### config.mk
export PLATFORM = sky130hd
export DESIGN_NAME = bole_ctrl
export DESIGN_NICKNAME = d
export VERILOG_FILES = /design/src/rtl/bole_pkg.sv /design/src/rtl/bole_ctrl.sv
export SDC_FILE = /design/constraint.sdc
export NUM_CORES = 1
export LEC_CHECK = 0
export BUFFER_PORTS_ARGS = -buffer_cell sky130_fd_sc_hd__buf_2
export CAP_MARGIN = 20
export CELL_PAD_IN_SITES_DETAIL_PLACEMENT = 0
export CELL_PAD_IN_SITES_GLOBAL_PLACEMENT = 2
export CORE_UTILIZATION = 28
export DETAILED_ROUTE_END_ITERATION = 7
export PLACE_DENSITY = 0.8
export SYNTH_ARGS = -nofsm -noshare
export SYNTH_HDL_FRONTEND = slang
export SYNTH_SLANG_ARGS = --single-unit
### constraint.sdc
create_clock -name clk -period 2 [get_ports clk]
set_clock_uncertainty 0.1 [all_clocks]
set_input_delay 0.2 -clock clk [delete_from_list [all_inputs] [get_ports clk]]
set_output_delay 0.2 -clock clk [all_outputs]
set_load 0.03 [all_outputs]
### src/rtl/bole_pkg.sv
// Shared types, codes and constants for the bounded ordered list engine.
// No dependencies.
package bole_pkg;

    localparam int CAPACITY_DEFAULT = 256;
    localparam int IN_W  = 48;
    localparam int OUT_W = 48;

    localparam logic [2:0] OP_INS_FRONT = 3'd0;
    localparam logic [2:0] OP_INS_BACK  = 3'd1;
    localparam logic [2:0] OP_INS_POS   = 3'd2;
    localparam logic [2:0] OP_REM_FRONT = 3'd3;
    localparam logic [2:0] OP_REM_BACK  = 3'd4;
    localparam logic [2:0] OP_REM_POS   = 3'd5;
    localparam logic [2:0] OP_SEARCH    = 3'd6;

    localparam logic [1:0] ST_OK     = 2'd0;
    localparam logic [1:0] ST_EMPTY  = 2'd1;
    localparam logic [1:0] ST_BADPOS = 2'd2;
    localparam logic [1:0] ST_FULL   = 2'd3;

    localparam logic [3:0] ACT_NONE     = 4'd0;
    localparam logic [3:0] ACT_LATCH    = 4'd1;
    localparam logic [3:0] ACT_DECODE   = 4'd2;
    localparam logic [3:0] ACT_FREE_CAP = 4'd3;
    localparam logic [3:0] ACT_WSTART   = 4'd4;
    localparam logic [3:0] ACT_WALK     = 4'd5;
    localparam logic [3:0] ACT_INS_F    = 4'd6;
    localparam logic [3:0] ACT_INS_B    = 4'd7;
    localparam logic [3:0] ACT_INS_M1   = 4'd8;
    localparam logic [3:0] ACT_INS_M2   = 4'd9;
    localparam logic [3:0] ACT_REM_F    = 4'd10;
    localparam logic [3:0] ACT_RB_RD    = 4'd11;
    localparam logic [3:0] ACT_RB_CAP   = 4'd12;
    localparam logic [3:0] ACT_REM_M    = 4'd13;
    localparam logic [3:0] ACT_LOAD_OUT = 4'd14;

    typedef struct packed {
        logic [3:0] act;
        logic [1:0] status;
    } cmd_t;

    typedef struct packed {
        logic [2:0] op;
        logic       count_zero;
        logic       full;
        logic       pos_zero;
        logic       pos_eq_count;
        logic       pos_gt_count;
        logic       pos_eq_last;
        logic       walk_done;
        logic       out_free;
    } flags_t;

endpackage

### src/rtl/bole_ctrl.sv
// Controller: sequences each operation through the datapath.
// Depends on bole_pkg.
module bole_ctrl
    import bole_pkg::*;
(
    input  logic   clk,
    input  logic   rst_n,
    input  logic   in_valid,
    output logic   in_ready,
    input  flags_t flags,
    output cmd_t   cmd
);

    localparam logic [3:0] S_IDLE     = 4'd0;
    localparam logic [3:0] S_DEC      = 4'd1;
    localparam logic [3:0] S_FREE_RD  = 4'd2;
    localparam logic [3:0] S_FREE_CAP = 4'd3;
    localparam logic [3:0] S_WSTART   = 4'd4;
    localparam logic [3:0] S_WALK     = 4'd5;
    localparam logic [3:0] S_INS_F    = 4'd6;
    localparam logic [3:0] S_INS_B    = 4'd7;
    localparam logic [3:0] S_INS_M1   = 4'd8;
    localparam logic [3:0] S_INS_M2   = 4'd9;
    localparam logic [3:0] S_REM_F    = 4'd10;
    localparam logic [3:0] S_RB_RD    = 4'd11;
    localparam logic [3:0] S_RB_CAP   = 4'd12;
    localparam logic [3:0] S_REM_M    = 4'd13;
    localparam logic [3:0] S_DONE     = 4'd14;

    localparam logic [1:0] K_FRONT = 2'd0;
    localparam logic [1:0] K_BACK  = 2'd1;
    localparam logic [1:0] K_MID   = 2'd2;

    logic [3:0] state_reg, state_next;
    logic [1:0] kind_reg, kind_next;

    assign in_ready = (state_reg == S_IDLE);

    always_comb
    begin
        state_next = state_reg;
        kind_next  = kind_reg;
        cmd.act    = ACT_NONE;
        cmd.status = ST_OK;
        case (state_reg)
            S_IDLE:
            begin
                if (in_valid)
                begin
                    cmd.act    = ACT_LATCH;
                    state_next = S_DEC;
                end
            end
            S_DEC:
            begin
                cmd.act    = ACT_DECODE;
                state_next = S_DONE;
                case (flags.op)
                    OP_INS_FRONT, OP_INS_BACK, OP_INS_POS:
                    begin
                        if (flags.full)
                        begin
                            cmd.status = ST_FULL;
                        end
                        else if (flags.op == OP_INS_FRONT ||
                                 (flags.op == OP_INS_POS && flags.pos_zero))
                        begin
                            kind_next  = K_FRONT;
                            state_next = S_FREE_RD;
                        end
                        else if (flags.op == OP_INS_BACK || flags.pos_eq_count)
                        begin
                            kind_next  = K_BACK;
                            state_next = S_FREE_RD;
                        end
                        else if (flags.pos_gt_count)
                        begin
                            cmd.status = ST_BADPOS;
                        end
                        else
                        begin
                            kind_next  = K_MID;
                            state_next = S_FREE_RD;
                        end
                    end
                    OP_REM_FRONT, OP_REM_BACK, OP_REM_POS:
                    begin
                        if (flags.count_zero)
                        begin
                            cmd.status = ST_EMPTY;
                        end
                        else if (flags.op == OP_REM_FRONT ||
                                 (flags.op == OP_REM_POS && flags.pos_zero))
                        begin
                            kind_next  = K_FRONT;
                            state_next = S_WSTART;
                        end
                        else if (flags.op == OP_REM_BACK || flags.pos_eq_last)
                        begin
                            state_next = S_RB_RD;
                        end
                        else if (flags.pos_gt_count || flags.pos_eq_count)
                        begin
                            cmd.status = ST_BADPOS;
                        end
                        else
                        begin
                            kind_next  = K_MID;
                            state_next = S_WSTART;
                        end
                    end
                    OP_SEARCH:
                    begin
                        state_next = S_WSTART;
                    end
                    default:
                    begin
                    end
                endcase
            end
            S_FREE_RD:
            begin
                state_next = S_FREE_CAP;
            end
            S_FREE_CAP:
            begin
                cmd.act = ACT_FREE_CAP;
                case (kind_reg)
                    K_FRONT: state_next = S_INS_F;
                    K_BACK:  state_next = S_INS_B;
                    default: state_next = S_WSTART;
                endcase
            end
            S_WSTART:
            begin
                cmd.act    = ACT_WSTART;
                state_next = S_WALK;
            end
            S_WALK:
            begin
                cmd.act = ACT_WALK;
                if (flags.walk_done)
                begin
                    if (flags.op == OP_SEARCH)
                    begin
                        state_next = S_DONE;
                    end
                    else if (flags.op == OP_INS_POS)
                    begin
                        state_next = S_INS_M1;
                    end
                    else if (kind_reg == K_FRONT)
                    begin
                        state_next = S_REM_F;
                    end
                    else
                    begin
                        state_next = S_REM_M;
                    end
                end
            end
            S_INS_F:
            begin
                cmd.act    = ACT_INS_F;
                state_next = S_DONE;
            end
            S_INS_B:
            begin
                cmd.act    = ACT_INS_B;
                state_next = S_DONE;
            end
            S_INS_M1:
            begin
                cmd.act    = ACT_INS_M1;
                state_next = S_INS_M2;
            end
            S_INS_M2:
            begin
                cmd.act    = ACT_INS_M2;
                state_next = S_DONE;
            end
            S_REM_F:
            begin
                cmd.act    = ACT_REM_F;
                state_next = S_DONE;
            end
            S_RB_RD:
            begin
                cmd.act    = ACT_RB_RD;
                state_next = S_RB_CAP;
            end
            S_RB_CAP:
            begin
                cmd.act    = ACT_RB_CAP;
                state_next = S_DONE;
            end
            S_REM_M:
            begin
                cmd.act    = ACT_REM_M;
                state_next = S_DONE;
            end
            S_DONE:
            begin
                // Hold until the output register can take the word.
                if (flags.out_free)
                begin
                    cmd.act    = ACT_LOAD_OUT;
                    state_next = S_IDLE;
                end
            end
            default:
            begin
                state_next = S_IDLE;
            end
        endcase
    end

    always_ff @(posedge clk or negedge rst_n)
    begin
        if (!rst_n)
        begin
            state_reg <= S_IDLE;
            kind_reg  <= K_FRONT;
        end
        else
        begin
            state_reg <= state_next;
            kind_reg  <= kind_next;
        end
    end

endmodule

After elaboration in Yosys (flattened, before gate mapping)
Index checks and enable logic that the tools add are counted.

Register bits after elaboration: 6. Input bits: 14. Output and inout bits: 7. Logic and storage cells: 86.

Equality and inequality tests: 29. Mux-type cells: 39. Reduce and logical (&&, ||, !) cells: 16.

Operators with widths (count): $pmux 4 s14 (1); $mux 4 (12); $pmux 4 s10 (1); $mux 2 (17); $eq 4x4->1 const B (7); $eq 4x3->1 const B (4); $pmux 2 s2 (3); $pmux 4 s3 (1); $ne 2x2->1 const B (5); $eq 3x3->1 const B (3); $mux 3 (3); $eq 4x2->1 const B (2); $reduce_and 7->1 (1); $eq 3x2->1 const B (2); $ne 3x3->1 const B (2); $reduce_or 3->1 (2); $reduce_or 6->1 (1); $logic_or 1x1->1 (5); $eq 4x1->1 const B (1); $logic_not 4->1 (1); $ne 4x4->1 const B (1); $eq 3x1->1 const B (1); $logic_not 3->1 (1); $reduce_and 3->1 (1); 5 further kinds (6).

Depth between registers and ports, before layout
Gate-level depths: netlist of run 1.

Word-level depth: 7. Mapped depth: 6. Depth with buffers taken out: 5.

Least setup slack after synthesis of run 1
OpenSTA, ideal clock, no wires.

Kind: reg-to-output. From: reg state_reg[2]. To: out cmd[2] in the netlist's numbering. Data arrival time: 1746 ps. Data required time: 1700 ps. Path slack: -46 ps. Stages on the path, launching flop included: 4. Path buffers: 1. Cells stage by stage: dfrtp_1 -> buf_2 -> nor4_2 -> a22o_1.

RTL lines: start: declaration (line bole_ctrl.sv:34) `logic [3:0] state_reg, state_next;`; start signal: assignment (line bole_ctrl.sv:227) `state_reg <= state_next;`; end: declaration (line bole_ctrl.sv:11) `output cmd_t cmd`.

==> results of run 1 <==
[stage by stage]
step / utilization / setup WS (ns)
after floorplan: - / 0.1887
after global placement: 0.3494 / 0.2815
after detailed placement: 0.3494 / 0.2350
after CTS: 0.3609 / 0.1541
after global routing: 0.3609 / 0.08464
final: 0.3609 / 0.1612
[worst min path at each step]
| stage | from | endpoint | slack [ns] | cells after the start |
|---|---|---|---|---|
| 2_1_floorplan | rst_n | kind_reg[0]$_DFFE_PN0P_ | -0.20 | 0 |
| 3_3_place_gp | rst_n | kind_reg[1]$_DFFE_PN0P_ | -0.07 | 1 |
| 3_5_place_dp | rst_n | kind_reg[0]$_DFFE_PN0P_ | -0.06 | 1 |
| 4_1_cts | flags[1] | state_reg[0]$_DFFE_PN0P_ | 0.19 | 3 |
| 5_1_grt | flags[1] | state_reg[0]$_DFFE_PN0P_ | 0.22 | 3 |
| 6_report | rst_n | state_reg[0]$_DFFE_PN0P_ | 0.21 | 2 |
[cells by family after synthesis]
kind of cell           share of synthesized area
AOI/OAI and AO/OA                         0.3690
and+or+nand+nor                           0.3386
buffers and inverters                    0.08394
DFF                                       0.1737
muxes                                    0.03473
[power by group through the flow]
stage / Clock, mW / Sequential (mW) / Combinational [mW]
3_3_place_gp: 0 / 0.225 / 0.881
6_report: 0.116 / 0.224 / 0.885
4_1_cts: 0.125 / 0.225 / 0.890
3_5_place_dp: 0 / 0.228 / 0.888
2_1_floorplan: 0 / 0.240 / 0.662
5_1_grt: 0.128 / 0.234 / 0.979
[Yosys cell counts, drive strengths merged]
library cell  instances  area (µm²)
nor3                  4       20.02
a21boi                1       7.510
a21oi                12       60.06
clkbuf                2       7.510
or2                   1       6.260
o211ai                3       22.52
nand3                 5       25.02
nand2b                8       57.55
nor4b                 2       32.53
a221oi                1       8.760
nand3b                1       7.510
nor2                 13       48.80
o31ai                 1       7.510
a211o                 1       8.760
dfrtp                 6       150.1
nor2b                 3       18.77
and2                  1       6.260
a31oi                 4       25.02
a21o                  5       37.54
o311a                 1       10.01
nor4                  2       25.02
o22a                  1       8.760
a22o                  1       8.760
mux2                  2       30.03
o21a                  2       15.01
o22ai                 1       6.260
o32a                  1       10.01
o21ai                13       65.06
a22oi                 1       7.510
inv                   5       18.77
and4                  1       11.26
nand2                 9       33.78
a21bo                 1       10.01
buf                   7       46.29
[worst register-to-register path, delay by kind of cell, from the launching register on]
kind | cells | cell delay (ns)
multiplexers | 1 | 0.29
AND/OR/NAND/NOR | 4 | 0.86
flip-flops | 1 | 0.40
[routing by layer]
layer / part of all wire / routed length, µm / up-vias
met3: 0.031 / 73 / 2
met5: 0 / 0 / -
met4: 0.011 / 27 / 0
li1: - / - / 489
met1: 0.49 / 1166 / 460
met2: 0.47 / 1114 / 21
[cell type report]
| type | instances | area, µm² | share of cell area |
|---|---|---|---|
| Sequential cell | 6 | 150.1 | 0.1471 |
| Clock buffer | 3 | 22.52 | 0.02206 |
| Inverter | 5 | 18.77 | 0.01838 |
| Tap cell | 31 | 38.79 | 0.03799 |
| Timing Repair Buffer | 25 | 140.1 | 0.1373 |
| Multi-Input combinational cell | 102 | 650.6 | 0.6373 |
[what timing repair did]
action	4_1_cts	5_1_grt
hold endpoints to repair	6	0
setup endpoints to repair	0	0
hold buffers	1	0
[layout by cell type (no fill, tap or decap), types with 2 or more instances in the layout]
| cell type | instances |
|---|---|
| o21a_1 | 2 |
| buf_4 | 4 |
| nand3_1 | 5 |
| inv_1 | 5 |
| a31oi_1 | 4 |
| o21ai_0 | 13 |
| nand2b_1 | 7 |
| dfrtp_1 | 6 |
| mux2_4 | 2 |
| clkbuf_4 | 3 |
| nand2_1 | 9 |
| o211ai_1 | 3 |
| nor2_1 | 13 |
| buf_2 | 20 |
| nor2b_1 | 3 |
| a21o_1 | 5 |
| a21oi_1 | 12 |
| nor3_1 | 4 |
==> results.yml, run 1 <==
global_route:
  grt_max_degree: 20
  grt_use_met1: 0.2182
  antenna_found_initial: 0
  first_global_vias: 868
  gr-usage-met2: 0.2542
  gr-usage-all-layers: 0.1597
  grt_pass1_wl_um: 4133
  grtUsageMet3: 0.006803
  gr-total-overflow: 0
  grt-busiest-layer: "met2"
die:
  rows: 19
  io-pin-count: 21
  dieArea_mm2: 0.003314
  die_h_um: 57.57
  start_util: 0.3056
  coreArea_mm2: 0.002829
  die_w_um: 57.57
critical_path:
  path_max_fanout: 19
  critical_path.max_stage_delay_ns: 0.40
  path_cells: "buf_4, nor4_4, a22o_1, buf_2"
  r2r-end: "kind_reg[0]$_DFFE_PN0P_"
  critPathCaptureType: "output port"
  path_class: "flip-flop to output port"
  crit_path_start: "state_reg[2]$_DFFE_PN0P_"
  cp_top_family: "flip-flops"
  worstReg2RegStart: "state_reg[2]$_DFFE_PN0P_"
  cpMaxStageDelayCell: "dfrtp_1"
  reg2reg_depth: 5
  rrSetupSlack_ns: 0.24
  path_buf_inv: 2
  worstPathArrival_ns: 1.54
  cp-start-kind: "flip-flop"
  path_depth: 4
  endpoint: "cmd[2]"
  critPathRequiredTime_ns: 1.70
power_and_ir_drop:
  p_seq_frac: 0.183
  intPower_uw: 583.2
  cellPowerDensity_mw_per_mm2: 1199
  p_sw_uw: 640.8
  pwr-share-clk: 0.094
  peakVddDrop_mv: 0.3971
  leakage_nw: 0.4431
  combPwrFrac: 0.723
  sw_frac_of_total: 0.5235
  power_mw: 1.224
place:
  dp.cells: 168
  placed_area_um2: 988.4
  portBuffers: 20
  gp_routability_congestion: 0.8570
  place_hpwl_um: 1845
layout:
  area_delta_synth_final_pct: 18.09
  largest_reg_flops: 4
  drive_gt1_frac: 0.2482
  post_layout_nonfiller_instances: 172
  antennaDiodeCount: 0
  design_area_mm2: 0.001021
  fin_nets: 157
  nFillCells: 321
clock_tree:
  htree_levels: 1
  cts_tree: "yes"
  cts.path.max_buffers: 2
  postCtsResizedCells: 0
  cts_setup_buffers: 0
  cts_buffers: 3
  ctsRootBufferMaster: "clkbuf_4"
  cts.sinks: 6
  path_clk_slew_ns: 0.05
  insertion_delay_ns: 0.24
sta:
  final_max_slew_viol_count: 0
  min_period_ns: 1.839
  fmax_mhz: 543.8
  tightestPinTransition_ns: 0.3195
  rsz0062_at_grt: "false"
  hold_violations: 0
  fin_setup_tns_ns: 0
  hold_ws_ns: 0.2060
  setup_viol: 0
  period_share: 0.9194
  relSlewSlack: 0.7851
route:
  vias: 972
  via_per_inst: 5.651
  drt_iter0_drc: 36
  route.detailed.drc: 1
  dr.pass1.iters: 6
  ant_nets: 0
  wl_per_cell_um: 13.85
  wl_um: 2383
synth:
  synthesis.area_um2: 864.6
  ys_seq_elements: 6
  syn_nets: 136
  ys_warn_count: 0
  syn_area_per_cell_um2: 7.087
  ys_seq_area_frac: 0.1737
  synth_cells: 122
  synth.distinct_cells: 38
run_status:
  violations: "DRC"
  status: "complete, but fails checks"
hold_path:
  hp-class: "primary input to asynchronous set/reset pin"
run:
  drv_cap: 0
Power figures use the tool's default switching activity.
==> inputs of run 2 (changes only) <==
- CORE_ASPECT_RATIO: default -> 0.7
==> run 2 against run 1 <==
- the flow now finishes without violations
- cell area rose by 2.5%
- flip-flop and latch count is the same
- sequential power up 2%
- register-to-register slack got worse by 0.02 ns
- critical path type unchanged
==> results.yml, run 2 (synthesis gave the netlist of run 1 again) <==
global_route:
  grt_max_degree: 20
  grt_pass1_wl_um: 4153
  antenna_found_initial: 0
  gr-usage-all-layers: 0.1697
  gr-total-overflow: 0
  first_global_vias: 869
sta:
  relSlewSlack: 0.7504
  hold_ws_ns: 0.2323
  fin_ws_ns: 0.1877
  min_period_ns: 1.812
  rsz0062_at_grt: "false"
  tightestPinTransition_ns: 0.3692
  final_max_slew_viol_count: 0
  setup_viol: 0
  period_share: 0.9061
  fmax_mhz: 551.8
  hold_violations: 0
  fin_setup_tns_ns: 0
critical_path:
  critical_path.max_stage_delay_ns: 0.40
  path_max_fanout: 19
  path_class: "flip-flop to output port"
  worstPathArrival_ns: 1.51
  path_buf_inv: 2
  cpMaxStageDelayCell: "dfrtp_1"
  cp-start-kind: "flip-flop"
  r2r-end: "state_reg[0]$_DFFE_PN0P_"
  reg2reg_depth: 6
  critPathCaptureType: "output port"
  cp_top_family: "flip-flops"
  path_cells: "buf_4, nor4_4, a22o_1, buf_2"
  rrSetupSlack_ns: 0.22
  worstReg2RegStart: "state_reg[1]$_DFFE_PN0P_"
  critPathRequiredTime_ns: 1.70
route:
  drt_iter0_drc: 79
  wl_per_cell_um: 13.79
  dr.pass1.iters: 4
  wl_um: 2440
  vias: 979
  route.detailed.drc: 0
  via_per_inst: 5.531
  ant_nets: 0
power_and_ir_drop:
  leakage_nw: 0.4509
  peakVddDrop_mv: 0.3409
  cellPowerDensity_mw_per_mm2: 1245
die:
  io-pin-count: 21
  dieArea_mm2: 0.003317
  coreArea_mm2: 0.002863
  die_h_um: 48.49
  rows: 16
  start_util: 0.3020
  die_w_um: 68.42
layout:
  fin_nets: 157
  antennaDiodeCount: 0
  drive_gt1_frac: 0.2482
  final_common_cell: "buf_2"
  fin_util: 0.3654
  largest_reg_flops: 4
  layout_common_cells: "buf_2, nor2_1, o21ai_0, a21oi_1, nand2_1"
  area_delta_synth_final_pct: 20.98
clock_tree:
  insertion_delay_ns: 0.23
  cts.path.max_buffers: 2
  cts_buffers: 3
  cts_tree: "yes"
  cts.sinks: 6
  ctsRootBufferMaster: "clkbuf_8"
  path_clk_slew_ns: 0.04
  htree_levels: 1
  postCtsResizedCells: 0
hold_path:
  holdPathEnd: "state_reg[0]$_DFFE_PN0P_"
  min_path_cells: 3
  min_from: "flags[1]"
  hp-class: "primary input to flip-flop"
place:
  place_hpwl_um: 1898
  gp_routability_congestion: 0.7740
  portBuffers: 20
  place_worst_setup_slack_ns: 0.2215
run_status:
  status: "finished, final reports clean"
run:
  drv_cap: 0
## run 2: worst max path at each step
stage	from	depth (start not counted)	end	slack [ns]
after floorplan	state_reg[2]$_DFFE_PN0P_	3	cmd[2]	0.19
after global placement	flags[10]	6	cmd[1]	0.27
after detailed placement	state_reg[1]$_DFFE_PN0P_	6	state_reg[0]$_DFFE_PN0P_	0.22
after CTS	state_reg[2]$_DFFE_PN0P_	4	cmd[2]	0.19
after global routing	state_reg[2]$_DFFE_PN0P_	4	cmd[1]	0.08
final	state_reg[2]$_DFFE_PN0P_	4	cmd[2]	0.19
## run 2: repair_timing
action / 4_1_cts / 5_1_grt
buffers inserted: 0 / 0
hold buffers: 1 / 0
endpoints found under the hold margin: 6 / 0
## run 2: cell type report
type,count,area [µm²]
multi-input combinational,102,650.6
fill,299,1817
inverter,5,18.77
clock buffer,3,41.29
sequential,6,150.1
timing repair buffer,25,140.1
tap,36,45.04
## run 2: worst register-to-register path: stages, from the launching register on
cell	delay, ns
dfrtp_1	0.40
buf_4	0.20
nor2_1	0.31
inv_1	0.10
a21oi_1	0.22
a21oi_1	0.07
o31ai_1	0.27
## run 2: stage by stage
stage	instances	instance area (µm²)	power, mW
detailed placement	173	994.7	1.112
global route	177	1046	1.424
finish	177	1046	1.303
global placement	173	994.7	1.113
CTS	177	1046	1.306
floorplan	122	873.3	0.9020
## run 2: power by group
part / total [mW] / leakage [nW] / switching (mW) / internal, mW
clock network: 0.184 / 0.0216 / 0.0542 / 0.129
registers: 0.229 / 0.0742 / 0.0530 / 0.176
logic: 0.890 / 0.355 / 0.551 / 0.339
## run 2: layer usage
metal	GRT usage	wire length [µm]
met4	0.05208	25
met3	0.04245	130
met5	0	0
met1	0.2738	1280
met2	0.2108	1002
==> inputs of run 3 (changes only) <==
- RECOVER_POWER: default -> 50
- REMOVE_ABC_BUFFERS: default -> 1
- TNS_END_PERCENT: default -> 30
==> run 3 against run 2 <==
- critical endpoint unchanged
- worst hold slack improved by 0.00055 ns
- maximum frequency decreased by 2.1%
- sequential share of layout area increased by 0.21 points
- register-to-register slack about the same
- sequential power about the same
- clock-buffer cell count unchanged
- flip-flop and latch count unchanged
- global-route usage decreased by 1.3 points
- power decreased by 3.0%
- core utilization decreased by 0.52 points
- die area unchanged
==> results.yml, run 3 (synthesis gave the netlist of run 1 again) <==
run_status:
  status: "finished, final reports clean"
global_route:
  grt_max_degree: 20
  first_global_vias: 827
  gr-usage-all-layers: 0.1566
  antenna_found_initial: 0
  gr-total-overflow: 0
  grt_pass1_wl_um: 3953
layout:
  nFillCells: 314
  post_layout_nonfiller_instances: 177
  fin_util: 0.3601
  largest_reg_flops: 4
  layout_common_cells: "buf_2, nor2_1, o21ai_0, a21oi_1, nand2_1"
  seq_area_um2: 150.1
  design_area_mm2: 0.001031
  drive_gt1_frac: 0.2270
  fin_nets: 157
  multi_input_area_um2: 641.9
  final_common_cell: "buf_2"
  area_delta_synth_final_pct: 19.25
  antennaDiodeCount: 0
power_and_ir_drop:
  p_sw_uw: 637.5
  intPower_uw: 626.1
  sw_frac_of_total: 0.5045
  p_seq_frac: 0.184
  cellPowerDensity_mw_per_mm2: 1226
  peakVddDrop_mv: 0.3240
  pwr-share-clk: 0.144
  power_mw: 1.264
  leakage_nw: 0.4409
  combPwrFrac: 0.672
critical_path:
  cp_top_family: "flip-flops"
  path_cells: "buf_4, nor4_2, a22o_1, buf_2"
  critical_path.max_stage_delay_ns: 0.40
  worstPathArrival_ns: 1.55
  critPathCaptureType: "output port"
  cp-start-kind: "flip-flop"
  critPathRequiredTime_ns: 1.70
  cpMaxStageDelayCell: "dfrtp_1"
  path_class: "flip-flop to output port"
  rrSetupSlack_ns: 0.23
  path_buf_inv: 2
  path_max_fanout: 19
clock_tree:
  cts.sinks: 6
  insertion_delay_ns: 0.22
  cts.path.max_buffers: 2
  cts_buffers: 3
  htree_levels: 1
  cts_tree: "yes"
  ctsRootBufferMaster: "clkbuf_8"
  path_clk_slew_ns: 0.04
route:
  wl_per_cell_um: 13.50
  dr.pass1.iters: 5
  route.detailed.drc: 0
  wl_um: 2390
  via_per_inst: 5.525
  vias: 978
  drt_iter0_drc: 70
  ant_nets: 0
sta:
  setup_viol: 0
  fin_setup_tns_ns: 0
  fmax_mhz: 540.3
  tightestPinTransition_ns: 0.3916
  final_max_slew_viol_count: 0
  relSlewSlack: 0.7389
  hold_violations: 0
  min_period_ns: 1.851
  rsz0062_at_grt: "false"
  period_share: 0.9255
place:
  place_hpwl_um: 1801
  dp.cells: 173
  gp_routability_congestion: 0.8277
  placed_area_um2: 985.9
  portBuffers: 20
die:
  start_util: 0.3020
  dieArea_mm2: 0.003317
  die_w_um: 68.42
  coreArea_mm2: 0.002863
  rows: 16
  die_h_um: 48.49
  io-pin-count: 21
hold_path:
  hp-class: "primary input to flip-flop"
run:
  drv_cap: 0
## run 3: cell types whose count changed in the layout (fill, tap and decap cells not counted), sizes merged
cell    before  now
buf         24   20
clkbuf       3    7
## run 3: timing repair
| item | CTS | global route |
|---|---|---|
| hold buffers | 1 | 0 |
| endpoints found under the hold margin | 6 | 0 |
| buffers inserted | 0 | 0 |
| resized for setup | 0 | 0 |
## run 3: routing by layer
layer  share of wire  global-route usage  wire [µm]  vias to the layer above
met2            0.43              0.2075       1025                       22
met1            0.53              0.2504       1256                      466
met4          0.0092             0.04167         22                        0
li1                -                   -          -                      484
met5               0                   0          0                        -
met3           0.036             0.02830         85                        6
## run 3: stage by stage
step                setup slack (ns)  hold slack, ns
finish                        0.1491          0.2329
global route                 0.03380          0.2534
floorplan                   -0.08449         -0.1956
global placement              0.2895        -0.07160
detailed placement            0.2338        -0.06148
CTS                           0.1307          0.2280
## run 3: path summary, 6_finish.rpt
check	startpoint	endpoint	cells past startpoint
min in group asynchronous	rst_n	kind_reg[1]$_DFFE_PN0P_	2
max in group asynchronous	rst_n	state_reg[0]$_DFFE_PN0P_	2
max reg2reg	state_reg[2]$_DFFE_PN0P_	kind_reg[1]$_DFFE_PN0P_	5
min	flags[0]	state_reg[1]$_DFFE_PN0P_	4
min reg2reg	kind_reg[0]$_DFFE_PN0P_	kind_reg[0]$_DFFE_PN0P_	1
max	state_reg[2]$_DFFE_PN0P_	cmd[2]	4
## run 3: worst reg2reg max path, cell delays in order, from the launching register on
cell and delay, ns:
dfrtp_1 0.40, nor4b_4 0.33, nand2_1 0.15, nor2_1 0.13, and4_4 0.25, mux2_4 0.30
## run 3: power groups by stage
| stage | combinational, mW | clock, mW | sequential, mW |
|---|---|---|---|
| 3_3_place_gp | 0.861 | 0 | 0.229 |
| 2_1_floorplan | 0.522 | 0 | 0.309 |
| 5_1_grt | 0.939 | 0.192 | 0.240 |
| 6_report | 0.849 | 0.182 | 0.232 |
| 4_1_cts | 0.859 | 0.185 | 0.233 |
| 3_5_place_dp | 0.854 | 0 | 0.234 |
## run 3: cell type report
type                    instances  area share
clock buffers                   3     0.04005
flip-flops and latches          6      0.1456
well taps                      36     0.04369
inverters                       5     0.01820
multi-input cells             102      0.6226
repair buffers                 25      0.1299
